### src/hdl/tmcr_pkg.sv
// Shared constants and types for the texture matrix crop recovery block.
`timescale 1ns / 1ps
`default_nettype none

package tmcr_pkg;

  // Default fixed-point and size widths.
  localparam int FRAC_BITS_DEF  = 16;
  localparam int SIZE_BITS_DEF  = 14;
  localparam int CODED_BITS_DEF = 16;

  // Width of each content edge result.
  localparam int EDGE_BITS = 18;

  // Shrink amounts in half-pixel units, tried from the largest down.
  localparam logic [1:0] SHRINK_FULL = 2'd2;
  localparam logic [1:0] SHRINK_NONE = 2'd0;

  // Axis select codes.
  localparam logic AXIS_X = 1'b0;
  localparam logic AXIS_Y = 1'b1;

  // Sequencer states.
  typedef enum logic [6:0] {
    ST_IDLE  = 7'b0000001,
    ST_PICK  = 7'b0000010,
    ST_DIV   = 7'b0000100,
    ST_MUL   = 7'b0001000,
    ST_ROUND = 7'b0010000,
    ST_CHECK = 7'b0100000,
    ST_EDGE  = 7'b1000000
  } state_t;

endpackage

`default_nettype wire

### src/hdl/tmcr_div.sv
// Bit-serial restoring divider with a saturating quotient.
`timescale 1ns / 1ps
`default_nettype none

module tmcr_div #(
  parameter int NW = 31,  // dividend width, one quotient bit per cycle
  parameter int DW = 17,  // divisor width
  parameter int QW = 16   // kept quotient width; larger quotients saturate
) (
  input  wire logic          clk,
  input  wire logic          rst,
  input  wire logic          start,
  input  wire logic [NW-1:0] dividend,
  input  wire logic [DW-1:0] divisor,
  output logic               busy,
  output logic               done,
  output logic [QW-1:0]      quotient
);

  localparam int CW = $clog2(NW);

  logic [NW-1:0] num_sr;
  logic [DW-1:0] dvs;
  logic [DW-1:0] rem;
  logic [QW-1:0] quo;
  logic          ovf;
  logic [CW-1:0] cnt;

  logic [DW:0]   trial;
  logic          take;
  logic [DW:0]   diff;
  logic [DW-1:0] rem_next;

  // One quotient bit per cycle: bring down the next dividend bit and
  // subtract the divisor where it fits.
  always_comb begin
    trial    = {rem, num_sr[NW-1]};
    take     = (trial >= {1'b0, dvs});
    diff     = trial - {1'b0, dvs};
    rem_next = take ? diff[DW-1:0] : trial[DW-1:0];
  end

  always_ff @(posedge clk) begin
    if (rst) begin
      busy <= 1'b0;
      done <= 1'b0;
      cnt  <= '0;
    end else begin
      done <= 1'b0;
      if (start) begin
        busy <= 1'b1;
        cnt  <= '0;
      end else if (busy) begin
        cnt <= cnt + CW'(1);
        if (cnt == CW'(NW - 1)) begin
          busy <= 1'b0;
          done <= 1'b1;
        end
      end
    end
  end

  always_ff @(posedge clk) begin
    if (start) begin
      num_sr <= dividend;
      dvs    <= divisor;
      rem    <= '0;
      quo    <= '0;
      ovf    <= 1'b0;
    end else if (busy) begin
      num_sr <= {num_sr[NW-2:0], 1'b0};
      rem    <= rem_next;
      quo    <= {quo[QW-2:0], take};
      // Any set bit pushed out above the kept width means saturation.
      ovf    <= ovf | quo[QW-1];
    end
  end

  assign quotient = ovf ? '1 : quo;

endmodule

`default_nettype wire

### src/hdl/tmcr_mul.sv
// Bit-serial shift-and-add multiplier, signed by unsigned.
`timescale 1ns / 1ps
`default_nettype none

module tmcr_mul #(
  parameter int AW = 19,  // signed multiplicand width
  parameter int BW = 16   // unsigned multiplier width, one bit per cycle
) (
  input  wire logic                 clk,
  input  wire logic                 rst,
  input  wire logic                 start,
  input  wire logic signed [AW-1:0] a,
  input  wire logic        [BW-1:0] b,
  output logic                      busy,
  output logic                      done,
  output logic signed [AW+BW-1:0]   product
);

  localparam int PW = AW + BW;
  localparam int CW = $clog2(BW);

  logic signed [AW-1:0] mcand;
  logic [BW-1:0]        b_sr;
  logic [CW-1:0]        cnt;
  logic signed [PW-1:0] addend;

  assign addend = b_sr[BW-1] ? PW'(mcand) : '0;

  always_ff @(posedge clk) begin
    if (rst) begin
      busy <= 1'b0;
      done <= 1'b0;
      cnt  <= '0;
    end else begin
      done <= 1'b0;
      if (start) begin
        busy <= 1'b1;
        cnt  <= '0;
      end else if (busy) begin
        cnt <= cnt + CW'(1);
        if (cnt == CW'(BW - 1)) begin
          busy <= 1'b0;
          done <= 1'b1;
        end
      end
    end
  end

  // Multiplier bits enter most significant first, so the running sum
  // doubles before each new partial product is added.
  always_ff @(posedge clk) begin
    if (start) begin
      mcand   <= a;
      b_sr    <= b;
      product <= '0;
    end else if (busy) begin
      b_sr    <= {b_sr[BW-2:0], 1'b0};
      product <= (product <<< 1) + addend;
    end
  end

endmodule

`default_nettype wire

### src/hdl/texture_matrix_crop_recover.sv
// Top level of the texture matrix crop recovery block.
`timescale 1ns / 1ps
`default_nettype none

// Recovers the coded frame size and the content rectangle from the scale and
// translation terms of a texture transform matrix and the displayed size.
// A transaction is accepted on a rising edge with start high and busy low;
// busy then stays high until the result is ready. The result appears on the
// output ports for exactly one cycle with done high, and the receiver cannot
// stall it, so it must be captured in that cycle. The outputs hold their
// values afterwards until the next result. One shared bit-serial divider and
// one bit-serial multiplier do all the work, so the latency is set by them.
// Each axis whose scale magnitude is below one passes through the divide
// (unless its display is too short), multiply and round states in every
// shrink attempt; an axis that is not solved is stepped past, and each
// attempt ends with a check. Up to three attempts are made (shrink 1, 1/2,
// 0). After the last attempt, the EDGE state latches the result and done is
// high in the cycle after that. A zero scale, or two scales of magnitude
// one or more, goes from the accepting edge straight to the EDGE state.
// The worst case has both axes solved in all three attempts.
// A new transaction may be started in the cycle that done is high.
module texture_matrix_crop_recover #(
  parameter int FRAC_BITS  = tmcr_pkg::FRAC_BITS_DEF,
  parameter int SIZE_BITS  = tmcr_pkg::SIZE_BITS_DEF,
  parameter int CODED_BITS = tmcr_pkg::CODED_BITS_DEF
) (
  input  wire logic                          clk,
  input  wire logic                          rst,
  input  wire logic                          start,
  output logic                               busy,
  output logic                               done,
  input  wire logic signed [FRAC_BITS+1:0]   scale_x,
  input  wire logic signed [FRAC_BITS+1:0]   scale_y,
  input  wire logic signed [FRAC_BITS+1:0]   shift_x,
  input  wire logic signed [FRAC_BITS+1:0]   shift_y,
  input  wire logic        [SIZE_BITS-1:0]   display_width,
  input  wire logic        [SIZE_BITS-1:0]   display_height,
  output logic             [CODED_BITS-1:0]  coded_width,
  output logic             [CODED_BITS-1:0]  coded_height,
  output logic signed [tmcr_pkg::EDGE_BITS-1:0] edge_left,
  output logic signed [tmcr_pkg::EDGE_BITS-1:0] edge_right,
  output logic signed [tmcr_pkg::EDGE_BITS-1:0] edge_top,
  output logic signed [tmcr_pkg::EDGE_BITS-1:0] edge_bottom
);

  import tmcr_pkg::*;

  // Matrix term width, and translation width after the scale is folded in.
  localparam int W  = FRAC_BITS + 2;
  localparam int TW = W + 1;
  // Divider: dividend is 2*(display - shrink)*2^FRAC_BITS + magnitude.
  localparam int NW = SIZE_BITS + FRAC_BITS + 1;
  localparam int DW = FRAC_BITS + 1;
  // Product of translation and coded size, then twice that less the shrink.
  localparam int PW = TW + CODED_BITS;
  localparam int VW = PW + 2;
  // Rounded offset width.
  localparam int OW = VW - FRAC_BITS - 1;
  // Width in which an edge is summed before it is clamped.
  localparam int SW0 = (OW > SIZE_BITS + 1) ? OW : SIZE_BITS + 1;
  localparam int SW1 = (SW0 > EDGE_BITS) ? SW0 : EDGE_BITS;
  localparam int SW  = SW1 + 1;
  localparam logic signed [SW-1:0] EMAX_W = (SW'(1) <<< (EDGE_BITS - 1)) - SW'(1);
  localparam logic signed [SW-1:0] EMIN_W = -(SW'(1) <<< (EDGE_BITS - 1));

  // Transaction registers.
  state_t                  state;
  logic                    sel;
  logic [1:0]              halves;
  logic signed [TW-1:0]    t_x;
  logic signed [TW-1:0]    t_y;
  logic [FRAC_BITS-1:0]    mag_x;
  logic [FRAC_BITS-1:0]    mag_y;
  logic [SIZE_BITS-1:0]    disp_w;
  logic [SIZE_BITS-1:0]    disp_h;
  logic                    solve_x;
  logic                    solve_y;
  logic                    flip_x;
  logic                    flip_y;
  logic [CODED_BITS-1:0]   cw;
  logic [CODED_BITS-1:0]   ch;
  logic signed [OW-1:0]    offs_x;
  logic signed [OW-1:0]    offs_y;
  logic signed [VW-1:0]    v;

  // Input decode at the accepting edge.
  logic                    accept;
  logic signed [TW-1:0]    sx_ext;
  logic signed [TW-1:0]    sy_ext;
  logic signed [TW-1:0]    abs_x;
  logic signed [TW-1:0]    abs_y;
  logic                    nz_x;
  logic                    nz_y;
  logic                    small_x;
  logic                    small_y;
  logic signed [TW-1:0]    t_x_in;
  logic signed [TW-1:0]    t_y_in;

  assign accept = start && !busy;
  assign busy   = (state != ST_IDLE);

  always_comb begin
    sx_ext  = TW'(scale_x);
    sy_ext  = TW'(scale_y);
    abs_x   = scale_x[W-1] ? -sx_ext : sx_ext;
    abs_y   = scale_y[W-1] ? -sy_ext : sy_ext;
    nz_x    = (scale_x != '0);
    nz_y    = (scale_y != '0);
    small_x = (abs_x[TW-1:FRAC_BITS] == '0);
    small_y = (abs_y[TW-1:FRAC_BITS] == '0);
    // A scale that is not positive moves the translation by the scale.
    t_x_in  = (nz_x && !scale_x[W-1]) ? TW'(shift_x) : sx_ext + TW'(shift_x);
    t_y_in  = (nz_y && !scale_y[W-1]) ? TW'(shift_y) : sy_ext + TW'(shift_y);
  end

  // Values of the axis being worked on.
  logic                    cur_act;
  logic [FRAC_BITS-1:0]    cur_mag;
  logic [SIZE_BITS-1:0]    cur_disp;
  logic signed [TW-1:0]    cur_t;
  logic                    cur_short;
  logic [SIZE_BITS-1:0]    cur_diff;

  always_comb begin
    cur_act   = (sel == AXIS_Y) ? solve_y : solve_x;
    cur_mag   = (sel == AXIS_Y) ? mag_y : mag_x;
    cur_disp  = (sel == AXIS_Y) ? disp_h : disp_w;
    cur_t     = (sel == AXIS_Y) ? t_y : t_x;
    // A display narrower than twice the shrink gives a coded size of zero.
    cur_short = (cur_disp < SIZE_BITS'(halves));
    cur_diff  = cur_disp - SIZE_BITS'(halves);
  end

  // Shared arithmetic units.
  logic                    div_start;
  logic [NW-1:0]           div_num;
  logic [DW-1:0]           div_dvs;
  logic                    div_busy;
  logic                    div_done;
  logic [CODED_BITS-1:0]   div_q;
  logic                    mul_start;
  logic [CODED_BITS-1:0]   mul_b;
  logic                    mul_busy;
  logic                    mul_done;
  logic signed [PW-1:0]    mul_p;

  assign div_start = (state == ST_PICK) && cur_act && !cur_short;
  // Doubling both sides turns round-half-up into a plain floor division.
  assign div_num   = {cur_diff, 1'b0, cur_mag};
  assign div_dvs   = {cur_mag, 1'b0};
  assign mul_start = ((state == ST_PICK) && cur_act && cur_short) ||
                     ((state == ST_DIV) && div_done);
  assign mul_b     = div_done ? div_q : '0;

  tmcr_div #(
    .NW(NW),
    .DW(DW),
    .QW(CODED_BITS)
  ) u_div (
    .clk     (clk),
    .rst     (rst),
    .start   (div_start),
    .dividend(div_num),
    .divisor (div_dvs),
    .busy    (div_busy),
    .done    (div_done),
    .quotient(div_q)
  );

  tmcr_mul #(
    .AW(TW),
    .BW(CODED_BITS)
  ) u_mul (
    .clk    (clk),
    .rst    (rst),
    .start  (mul_start),
    .a      (cur_t),
    .b      (mul_b),
    .busy   (mul_busy),
    .done   (mul_done),
    .product(mul_p)
  );

  // Offset before rounding: 2*t*coded - shrink, all in units of 2^-FRAC_BITS.
  logic signed [VW-1:0]    shrink_term;
  logic signed [VW-1:0]    v_next;
  logic signed [VW-1:0]    rnd;
  logic signed [OW-1:0]    offs_next;

  always_comb begin
    shrink_term = VW'({halves, {FRAC_BITS{1'b0}}});
    v_next      = (VW'(mul_p) <<< 1) - shrink_term;
    // Half away from zero: add one half, less one ulp for negative values,
    // then take the floor by dropping the fraction.
    rnd         = v + (VW'(1) <<< FRAC_BITS) - VW'(v[VW-1]);
    offs_next   = rnd[VW-1:FRAC_BITS+1];
  end

  // Edge clamping to the signed edge range.
  function automatic logic signed [EDGE_BITS-1:0] clamp_edge(
    input logic signed [SW-1:0] val
  );
    logic signed [EDGE_BITS-1:0] res;
    if (val > EMAX_W) begin
      res = EMAX_W[EDGE_BITS-1:0];
    end else if (val < EMIN_W) begin
      res = EMIN_W[EDGE_BITS-1:0];
    end else begin
      res = val[EDGE_BITS-1:0];
    end
    return res;
  endfunction

  logic signed [EDGE_BITS-1:0] e_l;
  logic signed [EDGE_BITS-1:0] e_r;
  logic signed [EDGE_BITS-1:0] e_t;
  logic signed [EDGE_BITS-1:0] e_b;

  always_comb begin
    e_l = clamp_edge(SW'(offs_x));
    e_r = clamp_edge(SW'(offs_x) + $signed(SW'({1'b0, disp_w})));
    e_t = clamp_edge(SW'(offs_y));
    e_b = clamp_edge(SW'(offs_y) + $signed(SW'({1'b0, disp_h})));
  end

  // Sequencer. Each attempt walks the x axis and then the y axis; an axis
  // that is not being solved keeps its display size and a zero offset.
  always_ff @(posedge clk) begin
    if (rst) begin
      state <= ST_IDLE;
      done  <= 1'b0;
    end else begin
      done <= 1'b0;
      case (state)
        ST_IDLE: begin
          if (accept) begin
            if (nz_x && nz_y && (small_x || small_y)) begin
              state <= ST_PICK;
            end else begin
              state <= ST_EDGE;
            end
          end
        end
        ST_PICK: begin
          if (!cur_act) begin
            if (sel == AXIS_Y) begin
              state <= ST_CHECK;
            end
          end else if (cur_short) begin
            state <= ST_MUL;
          end else begin
            state <= ST_DIV;
          end
        end
        ST_DIV: begin
          if (div_done) begin
            state <= ST_MUL;
          end
        end
        ST_MUL: begin
          if (mul_done) begin
            state <= ST_ROUND;
          end
        end
        ST_ROUND: begin
          if (sel == AXIS_Y) begin
            state <= ST_CHECK;
          end else begin
            state <= ST_PICK;
          end
        end
        ST_CHECK: begin
          if ((!offs_x[OW-1] && !offs_y[OW-1]) || (halves == SHRINK_NONE)) begin
            state <= ST_EDGE;
          end else begin
            state <= ST_PICK;
          end
        end
        ST_EDGE: begin
          done  <= 1'b1;
          state <= ST_IDLE;
        end
        default: begin
          state <= ST_IDLE;
        end
      endcase
    end
  end

  // Working data of the transaction.
  always_ff @(posedge clk) begin
    case (state)
      ST_IDLE: begin
        if (accept) begin
          sel     <= AXIS_X;
          halves  <= SHRINK_FULL;
          t_x     <= t_x_in;
          t_y     <= t_y_in;
          mag_x   <= abs_x[FRAC_BITS-1:0];
          mag_y   <= abs_y[FRAC_BITS-1:0];
          disp_w  <= display_width;
          disp_h  <= display_height;
          solve_x <= nz_x && nz_y && small_x;
          solve_y <= nz_x && nz_y && small_y;
          flip_x  <= scale_x[W-1];
          flip_y  <= nz_y && !scale_y[W-1];
          // The default coded size is the display size, saturated.
          cw      <= (CODED_BITS'(SIZE_BITS'('1)) == '1 &&
                      (SIZE_BITS > CODED_BITS) &&
                      ((display_width >> CODED_BITS) != '0)) ? '1
                     : CODED_BITS'(display_width);
          ch      <= (CODED_BITS'(SIZE_BITS'('1)) == '1 &&
                      (SIZE_BITS > CODED_BITS) &&
                      ((display_height >> CODED_BITS) != '0)) ? '1
                     : CODED_BITS'(display_height);
          offs_x  <= '0;
          offs_y  <= '0;
        end
      end
      ST_PICK: begin
        if (!cur_act) begin
          sel <= AXIS_Y;
        end else if (cur_short) begin
          if (sel == AXIS_Y) begin
            ch <= '0;
          end else begin
            cw <= '0;
          end
        end
      end
      ST_DIV: begin
        if (div_done) begin
          if (sel == AXIS_Y) begin
            ch <= div_q;
          end else begin
            cw <= div_q;
          end
        end
      end
      ST_MUL: begin
        if (mul_done) begin
          v <= v_next;
        end
      end
      ST_ROUND: begin
        if (sel == AXIS_Y) begin
          offs_y <= offs_next;
        end else begin
          offs_x <= offs_next;
          sel    <= AXIS_Y;
        end
      end
      ST_CHECK: begin
        if (!((!offs_x[OW-1] && !offs_y[OW-1]) || (halves == SHRINK_NONE))) begin
          halves <= halves - 2'd1;
          sel    <= AXIS_X;
        end
      end
      ST_EDGE: begin
        coded_width  <= cw;
        coded_height <= ch;
        // A negative x scale mirrors the picture, so left and right trade;
        // a positive y scale does the same for top and bottom.
        edge_left    <= flip_x ? e_r : e_l;
        edge_right   <= flip_x ? e_l : e_r;
        edge_top     <= flip_y ? e_b : e_t;
        edge_bottom  <= flip_y ? e_t : e_b;
      end
      default: begin
      end
    endcase
  end

`ifndef SYNTHESIS
  a_done_pulse: assert property (@(posedge clk) disable iff (rst)
    done |=> !done)
    else $error("done held for more than one cycle");

  a_accept_busy: assert property (@(posedge clk) disable iff (rst)
    accept |=> busy)
    else $error("accepted transaction did not raise busy");

  a_div_running: assert property (@(posedge clk) disable iff (rst)
    (state == ST_DIV) |-> (div_busy || div_done))
    else $error("waiting on an idle divider");

  a_mul_running: assert property (@(posedge clk) disable iff (rst)
    (state == ST_MUL) |-> (mul_busy || mul_done))
    else $error("waiting on an idle multiplier");

  a_units_exclusive: assert property (@(posedge clk) disable iff (rst)
    !(div_busy && mul_busy))
    else $error("divider and multiplier active together");
`endif

endmodule

`default_nettype wire
### config.mk
export PLATFORM = sky130hd
export DESIGN_NAME = texture_matrix_crop_recover
export DESIGN_NICKNAME = d
export VERILOG_FILES = /design/src/hdl/tmcr_pkg.sv /design/src/hdl/tmcr_div.sv /design/src/hdl/tmcr_mul.sv /design/src/hdl/texture_matrix_crop_recover.sv
export SDC_FILE = /design/constraint.sdc
export NUM_CORES = 1
export LEC_CHECK = 0
export CORE_ASPECT_RATIO = 1.25
export CORE_UTILIZATION = 45
export CTS_BUF_LIST = sky130_fd_sc_hd__clkbuf_8 sky130_fd_sc_hd__clkbuf_16
export DETAILED_ROUTE_END_ITERATION = 16
export DONT_BUFFER_PORTS = 1
export MAX_ROUTING_LAYER = met4
export PLACE_DENSITY = 0.67
export SLEW_MARGIN = 15
export SYNTH_ARGS = -nofsm -noshare
export SYNTH_HDL_FRONTEND = slang
export SYNTH_SLANG_ARGS = --single-unit
### constraint.sdc
create_clock -name clk -period 8.18 [get_ports clk]
set_clock_uncertainty 0.2 [all_clocks]
set_input_delay 0.818 -clock clk [delete_from_list [all_inputs] [get_ports clk]]
set_output_delay 0.818 -clock clk [all_outputs]
set_load 0.05 [all_outputs]
==> impl_results.md, run 1 <==
* Finished Layout Cells at 3333
* # IOs at 209
* Total number of H-tree levels at 2
* Peak VDD IR at 0.190 mV
* Critical path capture point type: flop
* Average wire per standard cell at 19.7 um
* Vias after detailed routing at 19000
* Syn nets at 2810
* Clk pin slew, worst setup/hold paths at 70 ps
* Area of the die at 61200 um^2
* Final Cycle Share at 0.588
* Port-buffer cells at 0
* Pleak at 11.4 nW
* Area contributors post-synth: edfxtp_1, ha_1, dfxtp_1
* Iteration-0 DRC Markers at 1161
* Top_reg_cell synth: edfxtp_1
* R2R setup slack at 3370 ps
* Detailed Route WL at 65.8 mm
* TritonCTS clock tree: built
* Top post-synthesis cells by count: edfxtp_1, nand2_1, o21ai_0, nor2_1, ha_1
* Worst setup SP type: flop
* RD Place Congestion at 0.966
* Max Cap Viol at 0
* Slew @ Worst Pin at 1150 ps
* EDFF count, synth at 398
* Post-synth top area share at 0.441
* First-pass GRT wire length at 102 mm
* Power Density at 290 nW/um^2
* Filler cells at 5277
* Worst endpoint required time at 8340 ps
* Starting Density at 0.455
* WP data arrival at 4970 ps
* Most frequent cell after synthesis: edfxtp_1
* Smallest hold slack at 59.4 ps
* Clk_lat worst skew at 630 ps
* Global Route Usage Sum at 0.218
* Via/cell ratio at 5.71
* Crit path time final at 4810 ps
* Nets at 2794
* Area delta synth->final at 9.65%
* FFs w/ async S/R, synth at 0
* Finished Core Util at 0.499
* Fin. max-slew vios at 0
* Clock root buffer master: clkbuf_16
* Max Freq at 0.208 GHz
* Hold-fix buffers, CTS at 0
* Largest net degree at the start of global routing at 93
* Initial antenna violation count at 2
* Routed Antenna Nets at 0
* Mapped Avg Cell Area at 10.7 um^2
* Mapped Cells at 2541
* Placement row count at 100
* #FFs+latches synth at 489
* CTS sink count at 489
* CTS Buffer Depth at 3
* Hold Crit Class: input port to flop
* Number of global-route vias before repair at 18700
* TritonCTS Buffers at 51
* Headroom to the max-slew limit at 0.235
* Distinct cells, synth at 84
* CORE AREA at 59600 um^2
* Netlist Area Pre-Place at 27100 um^2
* Die X-Extent at 222 um
* Die height at 276 um
* Final WS setup at 3370 ps
* Crit Path Class: flop to flop
* Yosys top cell by area: edfxtp_1
* Syn. warnings at 0
* Remaining Overflow, GRT at 0
* Pre-CTS setup slack at 3440 ps
* Placed cells at 3237
* Register area share after synthesis at 0.508
* Placed Area at 27900 um^2
* Resize count post-CTS at 0
* CP max FO at 35
* Total negative slack at 0 ps
* DRT Pass-1 Iters at 5
* Finished layout cell area at 29700 um^2
* Final Power at 8.62 mW
* Final setup fails at 0
* Hold Vio Cnt, Final at 0
* RSZ-0062 raised after global routing: no
* DRC viols at 0
* Status: completed
* Setup bufs post-CTS at 0
* Post-detail-place hpwl at 50.2 mm
* Layout cell share with drive strength beyond 1 at 0.0709
final timing paths:
| kind | start | end | cells past startpoint |
|---|---|---|---|
| worst min-delay path | rst | u_div.busy | 1 |
| worst min register to register | cw[8] | coded_width[8] | 0 |
| worst max register to register | sel | u_div.num_sr[0] | 11 |
| worst max-delay path | sel | u_div.num_sr[0] | 11 |
worst max-delay path: stages, from the launching register on:
cell and delay [ps]:
edfxtp_1 1020, inv_1 300, a21boi_0 450, fa_1 300, o21ai_1 110, o21bai_1 220
nor3_1 280, o21ai_0 270, nand2b_2 150, clkinv_1 530, buf_4 500, and2_1 190
power by group:
group | switching [mW] | internal, mW
clock | 1.01 | 1.47
sequential | 0.343 | 3.32
combinational | 1.50 | 0.975
total | 2.86 | 5.76
registers in the layout, indices dropped and copies added, names as in the netlist, 17 cells and up:
| name | cells |
|---|---|
| u_mul.product | 35 |
| offs_y | 20 |
| u_div.num_sr | 31 |
| edge_left | 18 |
| v | 36 |
| u_div.rem | 17 |
| t_y | 19 |
| edge_right | 18 |
| t_x | 19 |
| edge_bottom | 18 |
| offs_x | 20 |
| u_mul.mcand | 19 |
| edge_top | 18 |
layer usage:
layer / global-route usage / vias up / wire, um
li1: - / 9307 / -
met1: 0.236 / 9085 / 25600
met2: 0.383 / 527 / 33500
met3: 0.0497 / 123 / 3970
met4: 0.0892 / 0 / 2700
met5: - / - / 0
layout by cell type (no fill, tap or decap), types with 27 or more instances in the layout:
cell,instances
edfxtp_1,398
nand2_1,227
o21ai_0,208
nor2_1,184
ha_1,158
inv_1,134
a21oi_1,128
xnor2_1,108
mux2i_1,104
dfxtp_1,89
nand3_1,63
xor2_1,61
nor3_1,56
clkbuf_16,51
a21o_1,46
mux2_2,41
and2_1,29
o21ai_1,29
a22oi_1,27
cell families (layout without fill, tap and decap cells):
kind of cell / Yosys count / count (layout) / synth area share
adders and majority gates: 166 / 166 / 0.0788
DFF: 489 / 489 / 0.508
xor gates and xnor gates: 169 / 169 / 0.0546
AOI/OAI and AO/OA: 616 / 616 / 0.142
buffers and inverters: 221 / 246 / 0.0313
and+or+nand+nor: 734 / 734 / 0.129
other: 0 / 2 / 0
muxes: 146 / 146 / 0.0560
final cells by class:
type	instances	area, um^2	area share
clock buffers	54	1320	0.0443
flip-flops and latches	489	13800	0.464
clock inverters	40	504	0.0170
inverters	134	505	0.0170
diodes	2	5.00	0.000168
repair buffers	18	135	0.00455
multi-input cells	1831	12500	0.421
well taps	765	957	0.0322
Power figures use the tool's default switching activity.
==> run 2, diff against run 1 <==
--- a/config.mk
+++ b/config.mk
@@ -11,7 +11,7 @@
 export DETAILED_ROUTE_END_ITERATION = 16
 export DONT_BUFFER_PORTS = 1
 export MAX_ROUTING_LAYER = met4
-export PLACE_DENSITY = 0.67
+export PLACE_DENSITY = 0.69
 export SLEW_MARGIN = 15
 export SYNTH_ARGS = -nofsm -noshare
 export SYNTH_HDL_FRONTEND = slang
==> constraint.sdc (replaced) <==
create_clock -name clk -period 4.2 [get_ports clk]
set_clock_uncertainty 0.2 [all_clocks]
set_input_delay 0.42 -clock clk [delete_from_list [all_inputs] [get_ports clk]]
set_output_delay 0.42 -clock clk [all_outputs]
set_load 0.05 [all_outputs]
==> run 2 against run 1 <==
  * Sequential power up 93%
  * Clock-buffer cell count grew 1
  * Cell count rose by 3.8%
  * Sequential share of layout area is 1.8 points lower
  * Register-to-register slack got worse by 3100 ps
  * Critical path depth unchanged
  * Total power is 96% higher
  * Wire length up 5.1%
  * Fmax grew 23%
  * Flip-flop and latch count unchanged
  * Setup slack got worse by 3100 ps
  * Non-clock buffer count increased by 123
  * Critical path type unchanged
  * Critical endpoint is now u_mul.mcand[3]
==> impl_results.md, run 2 (synthesis gave the netlist of run 1 again) <==
* Post-detail-place hpwl at 50.6 mm
* Smallest hold slack at 10.4 ps
* DRC viols at 0
* Max Freq at 0.256 GHz
* Routed Antenna Nets at 0
* Slew @ Worst Pin at 1120 ps
* Largest registers: v x36, u_mul.product x35, u_div.num_sr x31
* Layout cell share with drive strength beyond 1 at 0.0744
* Pleak at 11.9 nW
* Port-buffer cells at 0
* Number of global-route vias before repair at 19900
* Pre-CTS setup slack at 357 ps
* Iteration-0 DRC Markers at 1456
* CTS sink count at 489
* Finished Core Util at 0.519
* Vias after detailed routing at 19900
* Clock root buffer master: clkbuf_16
* R2R setup slack at 290 ps
* TritonCTS Buffers at 51
* Hold Vio Cnt, Final at 0
* Fin. max-slew vios at 0
* Commonest non-fill, non-tap cells in the layout: edfxtp_1, nand2_1, o21ai_0
* Nets at 2917
* Area delta synth->final at 14.0%
* CP max FO at 34
* RSZ-0062 raised after global routing: no
* Die height at 276 um
* Via/cell ratio at 5.74
* Final setup fails at 0
* Placement row count at 100
* Status: completed
* Worst setup SP type: flop
* Max reg flops at 36
* CORE AREA at 59600 um^2
* TritonCTS clock tree: built
* Total negative slack at 0 ps
* Commonest non-fill, non-tap cell in the layout: edfxtp_1
* Setup bufs post-CTS at 0
* CTS Buffer Depth at 3
* Placed Area at 28100 um^2
* Crit path time final at 3910 ps
* Reg with most FFs: v
* Headroom to the max-slew limit at 0.256
* Initial antenna violation count at 4
* Total number of H-tree levels at 2
* WP data arrival at 3960 ps
* Average wire per standard cell at 20.0 um
* RD Place Congestion at 0.962
* Crit Path Class: flop to flop
* Clk_lat worst skew at 640 ps
* Final Cycle Share at 0.931
* Peak VDD IR at 0.375 mV
* Global Route Usage Sum at 0.228
* First-pass GRT wire length at 108 mm
* Worst endpoint required time at 4250 ps
* Critical path capture point type: flop
* Finished layout cell area at 30900 um^2
* Largest net degree at the start of global routing at 59
* Power Density at 546 nW/um^2
* Hold Crit Class: input port to flop
* Die X-Extent at 222 um
* # IOs at 209
* DRT Pass-1 Iters at 5
* Detailed Route WL at 69.2 mm
* Max Cap Viol at 0
* Final WS setup at 290 ps
* Area of the die at 61200 um^2
* Clk pin slew, worst setup/hold paths at 70 ps
* Remaining Overflow, GRT at 0
* Starting Density at 0.455
## run 2: worst paths after layout
check / startpoint / endpoint / cells past startpoint
setup / recovery: sel / u_mul.mcand[3] / 11
hold / removal: scale_y[17] / mag_y[1] / 2
setup reg to reg: sel / u_mul.mcand[3] / 11
hold reg to reg: cw[14] / coded_width[14] / 0
## run 2: area by class of cell
cell class | instances | area, um^2
antenna | 4 | 10.0
sequential | 489 | 13800
fill | 5277 | 28700
clock buffer | 55 | 1330
tap | 765 | 957
inverter | 134 | 505
multi-input combinational | 1831 | 12500
clock inverter | 39 | 433
timing repair buffer | 141 | 1340
## run 2: metrics by stage
step / instances / total power [mW]
floorplan: 2541 / 10.7
global placement: 3256 / 12.0
finish: 3458 / 16.9
global route: 3458 / 17.7
CTS: 3454 / 17.0
detailed placement: 3256 / 12.1
## run 2: routing by layer
layer,part of all wire,vias to the layer above,GRT usage
met2,0.51,588,0.407
li1,-,9578,-
met5,0,-,-
met3,0.047,145,0.0346
met4,0.046,0,0.103
met1,0.40,9540,0.250
## run 2: critical path, stage by stage, from the launching register on
cell,delay [ps]
edfxtp_1,500
nand2_1,120
a21boi_0,370
fa_1,300
o21ai_1,130
o21bai_1,230
nor3_1,320
o21ai_0,290
o22a_1,280
inv_2,70
buf_4,260
buf_4,420
## run 2: repair_timing
item	CTS	global route
hold buffers	104	0
endpoints found under the hold margin	147	0
endpoints found under the setup margin	0	0
gates resized for setup	0	0
## run 2: where the power goes
group / switching [mW] / internal, mW
sequential: 0.631 / 6.46
combinational: 3.07 / 2.03
clock: 1.99 / 2.69
total: 5.70 / 11.2
